<file path="config.mk">
export PLATFORM = sky130hd
export DESIGN_NAME = tsphk_front
export DESIGN_NICKNAME = d
export VERILOG_FILES = /design/src/design/tsphk_pkg.sv /design/src/design/tsphk_front.sv
export SDC_FILE = /design/constraint.sdc
export NUM_CORES = 1
export LEC_CHECK = 0
export ABC_AREA = 1
export BUFFER_PORTS_ARGS = -buffer_cell sky130_fd_sc_hd__buf_2
export CELL_PAD_IN_SITES_DETAIL_PLACEMENT = 0
export CELL_PAD_IN_SITES_GLOBAL_PLACEMENT = 2
export CORE_MARGIN = 4
export CORE_UTILIZATION = 39
export DETAILED_ROUTE_END_ITERATION = 10
export GPL_ROUTABILITY_DRIVEN = 0
export GPL_TIMING_DRIVEN = 0
export PLACE_DENSITY_LB_ADDON = 0.08
export SYNTH_ARGS = -nofsm -noshare
export SYNTH_HDL_FRONTEND = slang
export SYNTH_SLANG_ARGS = --single-unit
</file>
<file path="constraint.sdc">
create_clock -name clk -period 5.9 [get_ports clk]
set_clock_uncertainty 0.05 [all_clocks]
set_input_delay 0.59 -clock clk [delete_from_list [all_inputs] [get_ports clk]]
set_output_delay 0.59 -clock clk [all_outputs]
set_load 0.02 [all_outputs]
</file>
<file path="src/design/tsphk_pkg.sv">
`default_nettype none
package tsphk_pkg;

  localparam int IN_W    = 16;
  localparam int COST_W  = 26;
  localparam int CNT_W   = 5;
  localparam logic [COST_W-1:0] COST_INF = {COST_W{1'b1}};

  typedef struct packed {
    logic store;
    logic last;
    logic too_many;
  } tsphk_ctl_t;

  typedef enum logic [3:0] {
    S_LOAD,
    S_D_RD,
    S_D_SUB,
    S_D_MUL,
    S_D_LOAD,
    S_D_SQ,
    S_D_WR,
    S_P_J,
    S_P_INIT,
    S_P_K,
    S_P_ACC,
    S_P_WR,
    S_F_RD,
    S_F_ACC,
    S_OUT
  } tsphk_state_t;

endpackage
`default_nettype wire

</file>
<file path="src/design/tsphk_front.sv">
`default_nettype none
module tsphk_front #(
  parameter int MAX_CITIES = 16,
  parameter int COORD_BITS = 16
) (
  input  wire logic                              clk,
  input  wire logic                              rst_n,
  input  wire logic                              in_valid,
  output logic                                   in_stall,
  input  wire logic signed [tsphk_pkg::IN_W-1:0] in_x_coord,
  input  wire logic signed [tsphk_pkg::IN_W-1:0] in_y_coord,
  input  wire logic                              in_last_point,
  output logic                                   q_valid,
  input  wire logic                              q_pop,
  output logic signed [COORD_BITS-1:0]           q_x,
  output logic signed [COORD_BITS-1:0]           q_y,
  output logic [$clog2(MAX_CITIES)-1:0]          q_slot,
  output logic [$clog2(MAX_CITIES+1)-1:0]        q_cnt,
  output tsphk_pkg::tsphk_ctl_t                  q_ctl
);
  import tsphk_pkg::*;

  localparam int CB  = COORD_BITS;
  localparam int CIW = $clog2(MAX_CITIES);
  localparam int CW  = $clog2(MAX_CITIES+1);

  logic [CW-1:0]  cnt_r;
  logic           ovf_r;
  logic           push;
  logic           store;
  logic signed [CB-1:0] x_ext;
  logic signed [CB-1:0] y_ext;

  logic signed [CB-1:0] qx_r   [2];
  logic signed [CB-1:0] qy_r   [2];
  logic [CIW-1:0]       qs_r   [2];
  logic [CW-1:0]        qc_r   [2];
  tsphk_ctl_t           qctl_r [2];
  logic                 wr_ptr_r;
  logic                 rd_ptr_r;
  logic [1:0]           fill_r;

  generate
    if (CB <= IN_W) begin : g_narrow
      assign x_ext = in_x_coord[CB-1:0];
      assign y_ext = in_y_coord[CB-1:0];
    end else begin : g_wide
      assign x_ext = {{(CB-IN_W){1'b0}}, in_x_coord};
      assign y_ext = {{(CB-IN_W){1'b0}}, in_y_coord};
    end
  endgenerate

  assign in_stall = (fill_r == 2'd2);
  assign push     = in_valid && !in_stall;
  assign store    = (cnt_r < CW'(MAX_CITIES));
  assign q_valid  = (fill_r != 2'd0);
  assign q_x      = qx_r[rd_ptr_r];
  assign q_y      = qy_r[rd_ptr_r];
  assign q_slot   = qs_r[rd_ptr_r];
  assign q_cnt    = qc_r[rd_ptr_r];
  assign q_ctl    = qctl_r[rd_ptr_r];

  always_ff @(posedge clk) begin
    if (!rst_n) begin
      cnt_r    <= '0;
      ovf_r    <= 1'b0;
      wr_ptr_r <= 1'b0;
      rd_ptr_r <= 1'b0;
      fill_r   <= 2'd0;
    end else begin
      if (push) begin
        qx_r[wr_ptr_r]            <= x_ext;
        qy_r[wr_ptr_r]            <= y_ext;
        qs_r[wr_ptr_r]            <= cnt_r[CIW-1:0];
        qc_r[wr_ptr_r]            <= store ? cnt_r + CW'(1) : cnt_r;
        qctl_r[wr_ptr_r].store    <= store;
        qctl_r[wr_ptr_r].last     <= in_last_point;
        qctl_r[wr_ptr_r].too_many <= ovf_r || !store;
        wr_ptr_r <= !wr_ptr_r;
        // start a fresh set after the closing point
        if (in_last_point) begin
          cnt_r <= '0;
          ovf_r <= 1'b0;
        end else begin
          if (store) begin
            cnt_r <= cnt_r + CW'(1);
          end
          ovf_r <= ovf_r || !store;
        end
      end
      if (q_pop) begin
        rd_ptr_r <= !rd_ptr_r;
      end
      if (push && !q_pop) begin
        fill_r <= fill_r + 2'd1;
      end else if (!push && q_pop) begin
        fill_r <= fill_r - 2'd1;
      end
    end
  end
endmodule
`default_nettype wire

</file>
# Word level (Yosys, flattened, before mapping)
# Memory sizes are Yosys's and may differ from the RTL's. A register that Yosys moved wholly into a read port is not among the register bits.
# Cells that the tools add are included.
[word_totals]
ff_bits = 10
mem_bits_rw = 88
input_bits = 37
output_inout_bits = 46
word_cells = 45
memories = 5
[memory_table]
columns = ["memory", "words", "word_bits", "read_ports", "rd_ports_with_merged_regs", "write_ports", "line_no", "text"]
rows = [
  ["qx_r", 2, 16, 1, 1, 1, "tsphk_front.sv:34", "logic signed [CB-1:0] qx_r [2];"],
  ["qy_r", 2, 16, 1, 1, 1, "tsphk_front.sv:35", "logic signed [CB-1:0] qy_r [2];"],
  ["qc_r", 2, 5, 1, 1, 1, "tsphk_front.sv:37", "logic [CW-1:0] qc_r [2];"],
  ["qs_r", 2, 4, 1, 1, 1, "tsphk_front.sv:36", "logic [CIW-1:0] qs_r [2];"],
  ["qctl_r", 2, 3, 1, 1, 1, "tsphk_front.sv:38", "tsphk_ctl_t qctl_r [2];"],
]
[classes]
n_addsub = 3
magnitude_cmp = 1
eq_ne = 1
muxes = 18
reduce_logical = 12
[op_table]
columns = ["cell", "n"]
rows = [
  ["2-to-1 mux 1 bit", 14],
  ["2-to-1 mux 5 bit", 2],
  ["logical NOT 1 bit", 6],
  ["adder 5 x 1 -> 5 bit (second input constant)", 1],
  ["< comparator 5 bit (second input constant)", 1],
  ["2-to-1 mux 2 bit", 2],
  ["nonzero test 2 bit", 2],
  ["logical AND 1 bit", 3],
  ["adder 2 x 1 -> 2 bit (second input constant)", 1],
  ["== test 2 bit (second input constant)", 1],
  ["subtractor 2 x 1 -> 2 bit (second input constant)", 1],
  ["logical OR 1 bit", 1],
]

# Longest topological paths before layout
# Gate-level depths: netlist of run 1.
[depth]
word_depth = 7
depth_mapped = 10
depth_no_buf = 10

# Worst setup path after synthesis of run 1
# OpenSTA, ideal clock, no wires.
[synth_path]
kind = "in2reg"
start = "in rst_n"
end = "mem qc_r[1][0] (netlist name) (enable)"
setup_ns = 0.500
arrival_ns = 3.857
required_time_ns = 5.350
setup_slack_ns = 1.493
stages = 2
path_buffers = 0
cell_sequence = "clkinv_1 -> nor3_1"
[synth_between]
elab_chain_cells = 2
[synth_lines]
columns = ["item", "line_no", "text"]
rows = [
  ["from (decl)", "tsphk_front.sv:7", "input wire logic rst_n,"],
  ["2-to-1 mux 1 bit", "tsphk_front.sv:64", "if (!rst_n) begin"],
  ["2-to-1 mux 1 bit", "tsphk_front.sv:75", "qc_r[wr_ptr_r] <= store ? cnt_r + CW'(1) : cnt_r;"],
  ["to (decl)", "tsphk_front.sv:37", ""],
]
# No other way between the ends.

==> impl_summary.txt, run 1 <==
----------------------------------------------------
[Status]
  Result of the run ... finished clean

[Detailed routing]
  Router iterations before antenna repair ... 4
  Vias per Instance ... 4.479
  Detailed-route via count ... slightly above 2k
  Antenna-violating nets left ... 0
  DRC violation count after routing ... 0
  Drt initial violations ... 86
  Overall routed net length ... 6783 um
  Final routed wire length divided by cell count ... 14.84 um

[Power]
  Proportion of total power due to net switching ... 0.2354
  Clock power frac ... 0.309
  Total Power ... 0.001488 W
  Standby leakage power ... 1.905 nW
  Sequential power share ... 0.543
  Comb pwr share ... 0.148
  Cell-internal power ... 0.001138 W
  Maximum VDD drop ... 0.1370 mV
  Power Density ... 308.0 nW/um^2
  Switching power of the nets ... 0.0003503 W

[Timing]
  Final max-slew violation count ... 0
  Final Hold Slack ... 367.6 ps
  Setup repair after global routing missed its margin ... no
  Headroom to the max-slew limit ... 0.5149
  Measured slew at the worst slew-check pin ... 723.8 ps
  Final hold violation count ... 0
  Fin crit share ... 0.3615
  Shortest clock period the worst path allows after layout ... between 2000 and 2500 ps
  Max Fclk ... 0.4688 GHz
  Count of endpoints failing setup in the final report ... 0
  Final worst slack ... 3767 ps

[Synthesis]
  Number of library cell types mapped by synthesis ... 23
  Number of cells produced by synthesis ... 221
  Synth top area share ... 0.6669
  Syn Std Cell Area ... 3963 um^2
  Most area-hungry cell type in the Yosys netlist ... edfxtp_1
  Synthesized Nets ... 260
  Mean cell area of the mapped netlist ... 17.93 um^2
  Largest cells by area after synthesis ... edfxtp_1 (67%), mux2_4 (15%), dfxtp_1 (5.6%)
  Synth Warn # ... 0
  Part of the Yosys area used for sequential elements ... 0.7225
  Number of register bits inferred by synthesis ... 99

[Finish]
  Register cell area after layout ... roughly 2900 um^2
  Final cell count without fillers ... 457
  Final net count ... 358
  Most frequent standard cell in the layout excluding fill and tap cells ... edfxtp_1
  Total area of multi-input combinational cells ... around 960 um^2
  Layout fillers ... 903
  Fin util ... 0.4920
  Layout overhead on the synthesized area ... 21.91%
  # diodes ... 0
  Leading cell types in the layout, fill and taps excluded ... edfxtp_1 (88), buf_2 (82), mux2_4 (40)
  Fraction of final layout cells with drive strength greater than 1 ... 0.4907

[GRT]
  Vias in the first global route ... roughly 2.0k
  Pin count of the biggest net entering global routing ... 24
  Total congestion overflow after global routing ... 0
  Wire length of the first global-routing pass ... 10,460 um
  Antenna violations before repair ... 0
  GRT Util Overall ... 0.1203

[Clocking]
  Hold-fix buffers, CTS ... 0
  Number of clock sinks ... 99
  Maximum level of the CTS H-tree ... 3
  Latest clock arrival within the worst-skew pair ... 350 ps
  Root buf cell ... clkbuf_8
  Number of resized instances in the post-cts repair step ... 0
  TritonCTS clock tree ... built
  Inserted Clock Buffers ... 9
  Max Root-Sink Buffers ... 2
  Post-CTS Setup Repair Bufs ... 0
  CTS clock-pin slew for the worst setup and hold paths ... 90 ps

[Floorplan]
  Die width ... 108.8 um
  Cell Rows ... 36
  I/O pin count ... 83
  Std-Cell Core Area ... 9819 um^2
  Vertical die dimension ... 108.8 um
  Starting utilization of the core area ... 0.4035
  DIE AREA ... between 10,000 and 15,000 um^2

[Min path]
  Hold path depth ... 1
  Classification of the worst-slack hold path ... primary input to flip-flop

[Run]
  Max cap viols ... 0

[Worst setup path]
  Data required time at the worst endpoint ... 5260 ps
  Top fanout value on the critical path ... 10
  Levels on crit path ... 4
  R2R depth ... 7
  CP Buf/Inv Count ... 3
  Worst setup path class ... flip-flop to primary output
  Arrival time at the worst endpoint ... 1490 ps
  Worst path cell trace ... buf_6 -> buf_12 -> mux2_4 -> buf_2
  Peak per-stage delay on the critical path ... 340 ps
  Slowest stage cell on the critical path ... dfxtp_1
  Register-to-Register Setup Slack ... 3900 ps
  Gate family responsible for the most delay along the worst path ... buffers and inverters
  Startpoint kind of the worst setup timing path ... flip-flop
  Element type at the critical path end ... primary output

[Place]
  Placed wire-length estimate after detailed placement ... 4845 um
  Port bufs ... 82
  Pre-CTS setup slack ... 3326 ps
  Placed Cells ... 441

----------------------------------------------------
[registers in the layout (all words and copies together), names as in the netlist, named ones only]
name      cells
cnt_r         5
fill_r        2
ovf_r         1
qc_r         10
qctl_r        6
qs_r          8
qx_r         32
qy_r         32
rd_ptr_r      1
wr_ptr_r      1
[cell usage after synthesis (all sizes together)]
master / n
buf: 5
nand3b: 1
o21ai: 2
nand3: 4
nand2: 29
clkinv: 1
nor3: 1
mux2: 44
edfxtp: 88
ha: 2
inv: 15
a21oi: 9
nor2: 7
or2: 1
dfxtp: 11
xnor2: 1
[metal layers]
metal | track usage | up-vias | wire (um)
met4 | 0.06763 | 0 | 154
met2 | 0.2039 | 47 | 3388
met3 | 0.02724 | 11 | 344
met1 | 0.1410 | 989 | 2896
li1 | - | 1000 | -
met5 | 0 | - | 0
[worst paths after layout]
check	to	start
setup / recovery	q_x[7]	flip-flop
hold / removal	qy_r[1][4]	in_y_coord[4]
setup reg to reg	qx_r[0][4]	fill_r[0]
hold reg to reg	ovf_r	ovf_r
[logic make-up after synthesis]
group           share of synthesized area
flops                              0.7224
mux                                0.1629
simple gates                      0.05305
buf+inv                           0.03821
compound gates                    0.01484
fa+ha+maj                        0.006314
xor+xnor                         0.002211
[cell type report]
cell class / instances / share of cell area
Sequential cell: 99 / 0.5926
Tap cell: 133 / 0.03445
Timing Repair Buffer: 87 / 0.09920
Clock buffer: 12 / 0.02797
Buffer: 5 / 0.01891
Multi-Input combinational cell: 101 / 0.1989
Inverter: 16 / 0.01243
Clock inverter: 4 / 0.01554
[worst register-to-register path, stage by stage, from the launching register on]
cell and delay [ps]:
dfxtp_1 350, inv_2 70, nand2_4 70, nand2_4 110
inv_1 110, nand2_1 100, nor2_4 560, buf_12 270
[per-stage QoR]
stage	setup TNS (ps)	cell area, um^2
floorplan	0	3963
global placement	-31920	4539
detailed placement	0	4621
CTS	0	4831
global route	0	4831
finish	0	4831
[power groups by stage]
stage	Sequential (W)	Clock [W]	Combinational, W
5_1_grt	0.000811	0.000503	0.000240
2_1_floorplan	0.000824	0	0.000155
3_5_place_dp	0.000824	0	0.000226
6_report	0.000808	0.000460	0.000221
3_3_place_gp	0.000827	0	0.000218
4_1_cts	0.000808	0.000476	0.000227
(Power assumes the default switching activity.)
==> run 2: changes to the inputs <==
--- a/config.mk
+++ b/config.mk
@@ -5,12 +5,12 @@
 export SDC_FILE = /design/constraint.sdc
 export NUM_CORES = 1
 export LEC_CHECK = 0
-export ABC_AREA = 1
+export ABC_AREA = 0
 export BUFFER_PORTS_ARGS = -buffer_cell sky130_fd_sc_hd__buf_2
 export CELL_PAD_IN_SITES_DETAIL_PLACEMENT = 0
 export CELL_PAD_IN_SITES_GLOBAL_PLACEMENT = 2
 export CORE_MARGIN = 4
-export CORE_UTILIZATION = 39
+export CORE_UTILIZATION = 35
 export DETAILED_ROUTE_END_ITERATION = 10
 export GPL_ROUTABILITY_DRIVEN = 0
 export GPL_TIMING_DRIVEN = 0
==> constraint.sdc (replaced) <==
create_clock -name clk -period 1.7 [get_ports clk]
set_clock_uncertainty 0.05 [all_clocks]
set_input_delay 0.17 -clock clk [delete_from_list [all_inputs] [get_ports clk]]
set_output_delay 0.17 -clock clk [all_outputs]
set_load 0.02 [all_outputs]
==> run 2 against run 1 <==
Critical path depth unchanged. Power rose to 3.8 times the previous value. Global-route usage down 0.10 points. Synthesized cell count fell by 8.6%. Setup slack worse by 3800 ps. Core utilization rose by 4.7 points. Via count increased by 7.7%. Clock-buffer cell count is 1 lower. Die area is 5.3% higher. Combinational power grew to 5.3 times the previous value. Non-clock buffer count rose by 42. Final area up 16%. Largest power group unchanged.
==> impl_summary.txt, run 2 <==
----------------------------------------------------
[Timing]
  Fin crit share ... 0.9971
  Measured slew at the worst slew-check pin ... 353.8 ps (-370.0 ps)
  Shortest clock period the worst path allows after layout ... 1695 ps
  Max Fclk ... 0.5900 GHz
  Count of endpoints failing setup in the final report ... 0 (unchanged)
  Setup repair after global routing missed its margin ... yes
  Final hold violation count ... 0 (unchanged)
  Headroom to the max-slew limit ... 0.7641 (+0.2493)
  Final max-slew violation count ... 0 (unchanged)

[Synthesis]
  Largest family of logic cells by synthesized area ... multiplexers
  Mean cell area of the mapped netlist ... 18.61 um^2 (+3.8%)
  FFs w/ async S/R, synth ... 0 (unchanged)
  Share of synthesized cell area in and, or, nand and nor gates ... 0.04328 (-0.009771)
  Number of register bits inferred by synthesis ... 99 (unchanged)
  Most used standard cell by instance count after synthesis ... edfxtp_1
  Post-synth EDFFs ... 88 (unchanged)
  Complex-gate fraction of the synthesized area ... 0.02597 (+0.01112)
  Synthesized Nets ... 241 (-7.3%)
  Adder-cell share of the synthesized area ... 0.006658 (+0.0003427)
  Multiplexer share of the synthesized area ... 0.1348 (-0.02811)
  Synth Warn # ... 0 (unchanged)
  Leading post-synthesis cells by instance count ... edfxtp_1 (88), mux2_2 (45), dfxtp_1 (11)
  Most area-hungry cell type in the Yosys netlist ... edfxtp_1
  Ys flop type ... edfxtp_1
  Synth top area share ... 0.7031 (+0.03619)
  Syn Std Cell Area ... 3759 um^2 (-5.1%)
  Number of library cell types mapped by synthesis ... 34 (+48%)
  Number of cells produced by synthesis ... 202 (-8.6%)
  Largest cells by area after synthesis ... edfxtp_1 (70%), mux2_2 (13%), dfxtp_1 (5.9%)
  Part of the Yosys area used for sequential elements ... 0.7617 (+0.03920)
  Xor-xnor portion of the synthesized cell area ... 0.01398 (+0.01177)

[Floorplan]
  Die width ... 111.6 um (+2.6%)
  Starting utilization of the core area ... 0.3625 (-0.04109)
  DIE AREA ... 12,460 um^2 (+5.3%)
  Cell Rows ... 37 (+2.8%)
  Std-Cell Core Area ... 10,370 um^2 (+5.6%)
  Vertical die dimension ... 111.6 um (+2.6%)
  I/O pin count ... 83 (unchanged)

[Detailed routing]
  Drt initial violations ... 45 (-48%)
  Detailed-route via count ... 2,205 (+7.7%)
  Router iterations before antenna repair ... 4 (unchanged)
  DRC violation count after routing ... 0 (unchanged)
  Vias per Instance ... 4.575 (+2.1%)
  Overall routed net length ... 7526 um (+11%)
  Antenna-violating nets left ... 0 (unchanged)
  Final routed wire length divided by cell count ... 15.61 um (+5.2%)

[Finish]
  Layout overhead on the synthesized area ... 48.67%
  Fin util ... 0.5389 (+0.04688)
  Final cell count without fillers ... 482 (+5.5%)
  Register cell area after layout ... 2868 um^2 (+0.17%)
  Largest registers ... qx_r x32, qy_r x32, qc_r x10
  Leading cell types in the layout, fill and taps excluded ... edfxtp_1 (88), buf_6 (45), buf_2 (40)
  Total area of multi-input combinational cells ... 993.5 um^2 (+3.4%)
  # diodes ... 0 (unchanged)
  Most frequent standard cell in the layout excluding fill and tap cells ... edfxtp_1
  Final net count ... 381 (+6.4%)
  Layout fillers ... 887 (-1.8%)
  Fraction of final layout cells with drive strength greater than 1 ... 0.5000 (+0.009259)

[GRT]
  Global route hottest layer ... met2
  Antenna violations before repair ... 0 (unchanged)
  GRT Util Overall ... 0.1193 (-0.0009960)
  Wire length of the first global-routing pass ... 11,450 um (+9.4%)
  Pin count of the biggest net entering global routing ... 23 (-4.2%)
  Total congestion overflow after global routing ... 0 (unchanged)
  Met1 usage in global routing ... 0.1453 (+0.004290)
  Met3 demand-to-capacity share in global routing ... 0.02935 (+0.002113)
  Routing usage on met2 ... 0.2018 (-0.002045)
  Vias in the first global route ... 2,230 (+12%)

[Min path]
  Classification of the worst-slack hold path ... primary input to flip-flop
  Worst min-delay path startpoint ... q_pop
  Hold path depth ... 3 (+2)

[Run]
  Max cap viols ... 0 (unchanged)

[Worst setup path]
  Slowest stage cell on the critical path ... dfxtp_4
  Element type at the critical path end ... primary output
  Worst path cell trace ... buf_12 -> clkbuf_16 -> mux2_4 -> buf_6
  R2R depth ... 6 (-1)
  Startpoint kind of the worst setup timing path ... flip-flop
  Worst flop-to-flop path startpoint ... fill_r[0]
  Worst setup path class ... flip-flop to primary output
  Peak per-stage delay on the critical path ... 390 ps (+50 ps)
  Gate family responsible for the most delay along the worst path ... buffers and inverters
  Top fanout value on the critical path ... 6 (-4)
  Data required time at the worst endpoint ... 1480 ps (-3780 ps)
  CP Buf/Inv Count ... 3 (unchanged)
  Arrival time at the worst endpoint ... 1480 ps (about the same)
  Levels on crit path ... 4 (unchanged)

[Power]
  Maximum VDD drop ... 0.4049 mV (+200%)
  Power Density ... 1003 nW/um^2 (+230%)
  Standby leakage power ... 2.162 nW (+14%)

[Place]
  Placed wire-length estimate after detailed placement ... 4548 um (-6.1%)
  Placed Cells ... 424 (-3.9%)
  Port bufs ... 82 (unchanged)

[Clocking]
  TritonCTS clock tree ... built
  Inserted Clock Buffers ... 9 (unchanged)
  CTS clock-pin slew for the worst setup and hold paths ... 90 ps (about the same)
  Root buf cell ... clkbuf_8
  Number of clock sinks ... 99 (unchanged)
  Maximum level of the CTS H-tree ... 3 (unchanged)
  Latest clock arrival within the worst-skew pair ... 350 ps (about the same)
  Max Root-Sink Buffers ... 2 (unchanged)

[Status]
  Result of the run ... finished clean

----------------------------------------------------
==> run 2: cell count changes in the layout (fill, tap and decap cells not counted), moves of 4 or more <==
cell,previous run,this run
a21oi_1,8,4
buf_2,82,40
buf_4,0,4
buf_6,4,45
clkbuf_16,0,4
dlygate4sd3_1,0,32
inv_1,13,3
mux2_2,4,15
mux2_4,40,30
nand2_1,27,2
==> run 2: final timing paths <==
check | slack, ps | endpoint
worst max-delay path | 5 | q_y[12]
worst min register to register | 480 | rd_ptr_r
worst max register to register | 60 | fill_r[1]
worst min-delay path | 50 | rd_ptr_r
==> run 2: power breakdown <==
part	total, W	internal [W]	switching (W)
Combinational	0.00118	0.000642	0.000534
Sequential	0.00286	0.00280	0.0000571
Clock	0.00157	0.000825	0.000746
Total	0.00560	0.00427	0.00134
==> run 2: per-stage QoR <==
stage	setup WS [ps]	cell area, um^2	total power, W	hold WS, ps	TNS, ps
floorplan	-764.5	3782	0.003401	217.0	-33640
finish	5.000	5588	0.005605	50.98	0
global placement	-1968	4363	0.003665	308.3	-100570
global route	-64.76	5588	0.005904	52.31	-2215
detailed placement	-447.8	4419	0.003690	311.4	-21930
CTS	-53.03	5104	0.005422	38.37	-1287
==> run 2: final cells by class <==
| cell class | count | area share |
|---|---|---|
| flip-flops and latches | 99 | 0.5132 |
| multi-input cells | 93 | 0.1778 |
| clock inverters | 4 | 0.01366 |
| inverters | 5 | 0.004254 |
| repair buffers | 128 | 0.2192 |
| plain buffers | 6 | 0.01791 |
| clock buffers | 11 | 0.02351 |
| well taps | 136 | 0.03045 |
==> run 2: what timing repair did <==
item,in CTS,in global routing
gates resized for setup,29,113
endpoints found under the setup margin,107,56
hold buffers,32,0
gates cloned,2,4
pin swaps,2,2
buffers inserted,4,1
hold endpoints to repair,64,0
==> run 2: cell families after synthesis <==
| logic type | Yosys count |
|---|---|
| flops | 99 |
| mux | 45 |
| simple gates | 24 |
| compound gates | 15 |
| buf+inv | 11 |
| xor+xnor | 6 |
| fa+ha+maj | 2 |
==> run 2: worst min-delay path, cell delays in order <==
cell and delay, ps:
buf_2 100, xnor2_1 70, nor2_1 80
==> run 2: per-layer routing <==
layer  wire (um)  vias up
met5           0        -
met4         117        0
met3         309       11
met2        3853       51
met1        3246     1082
li1            -     1061
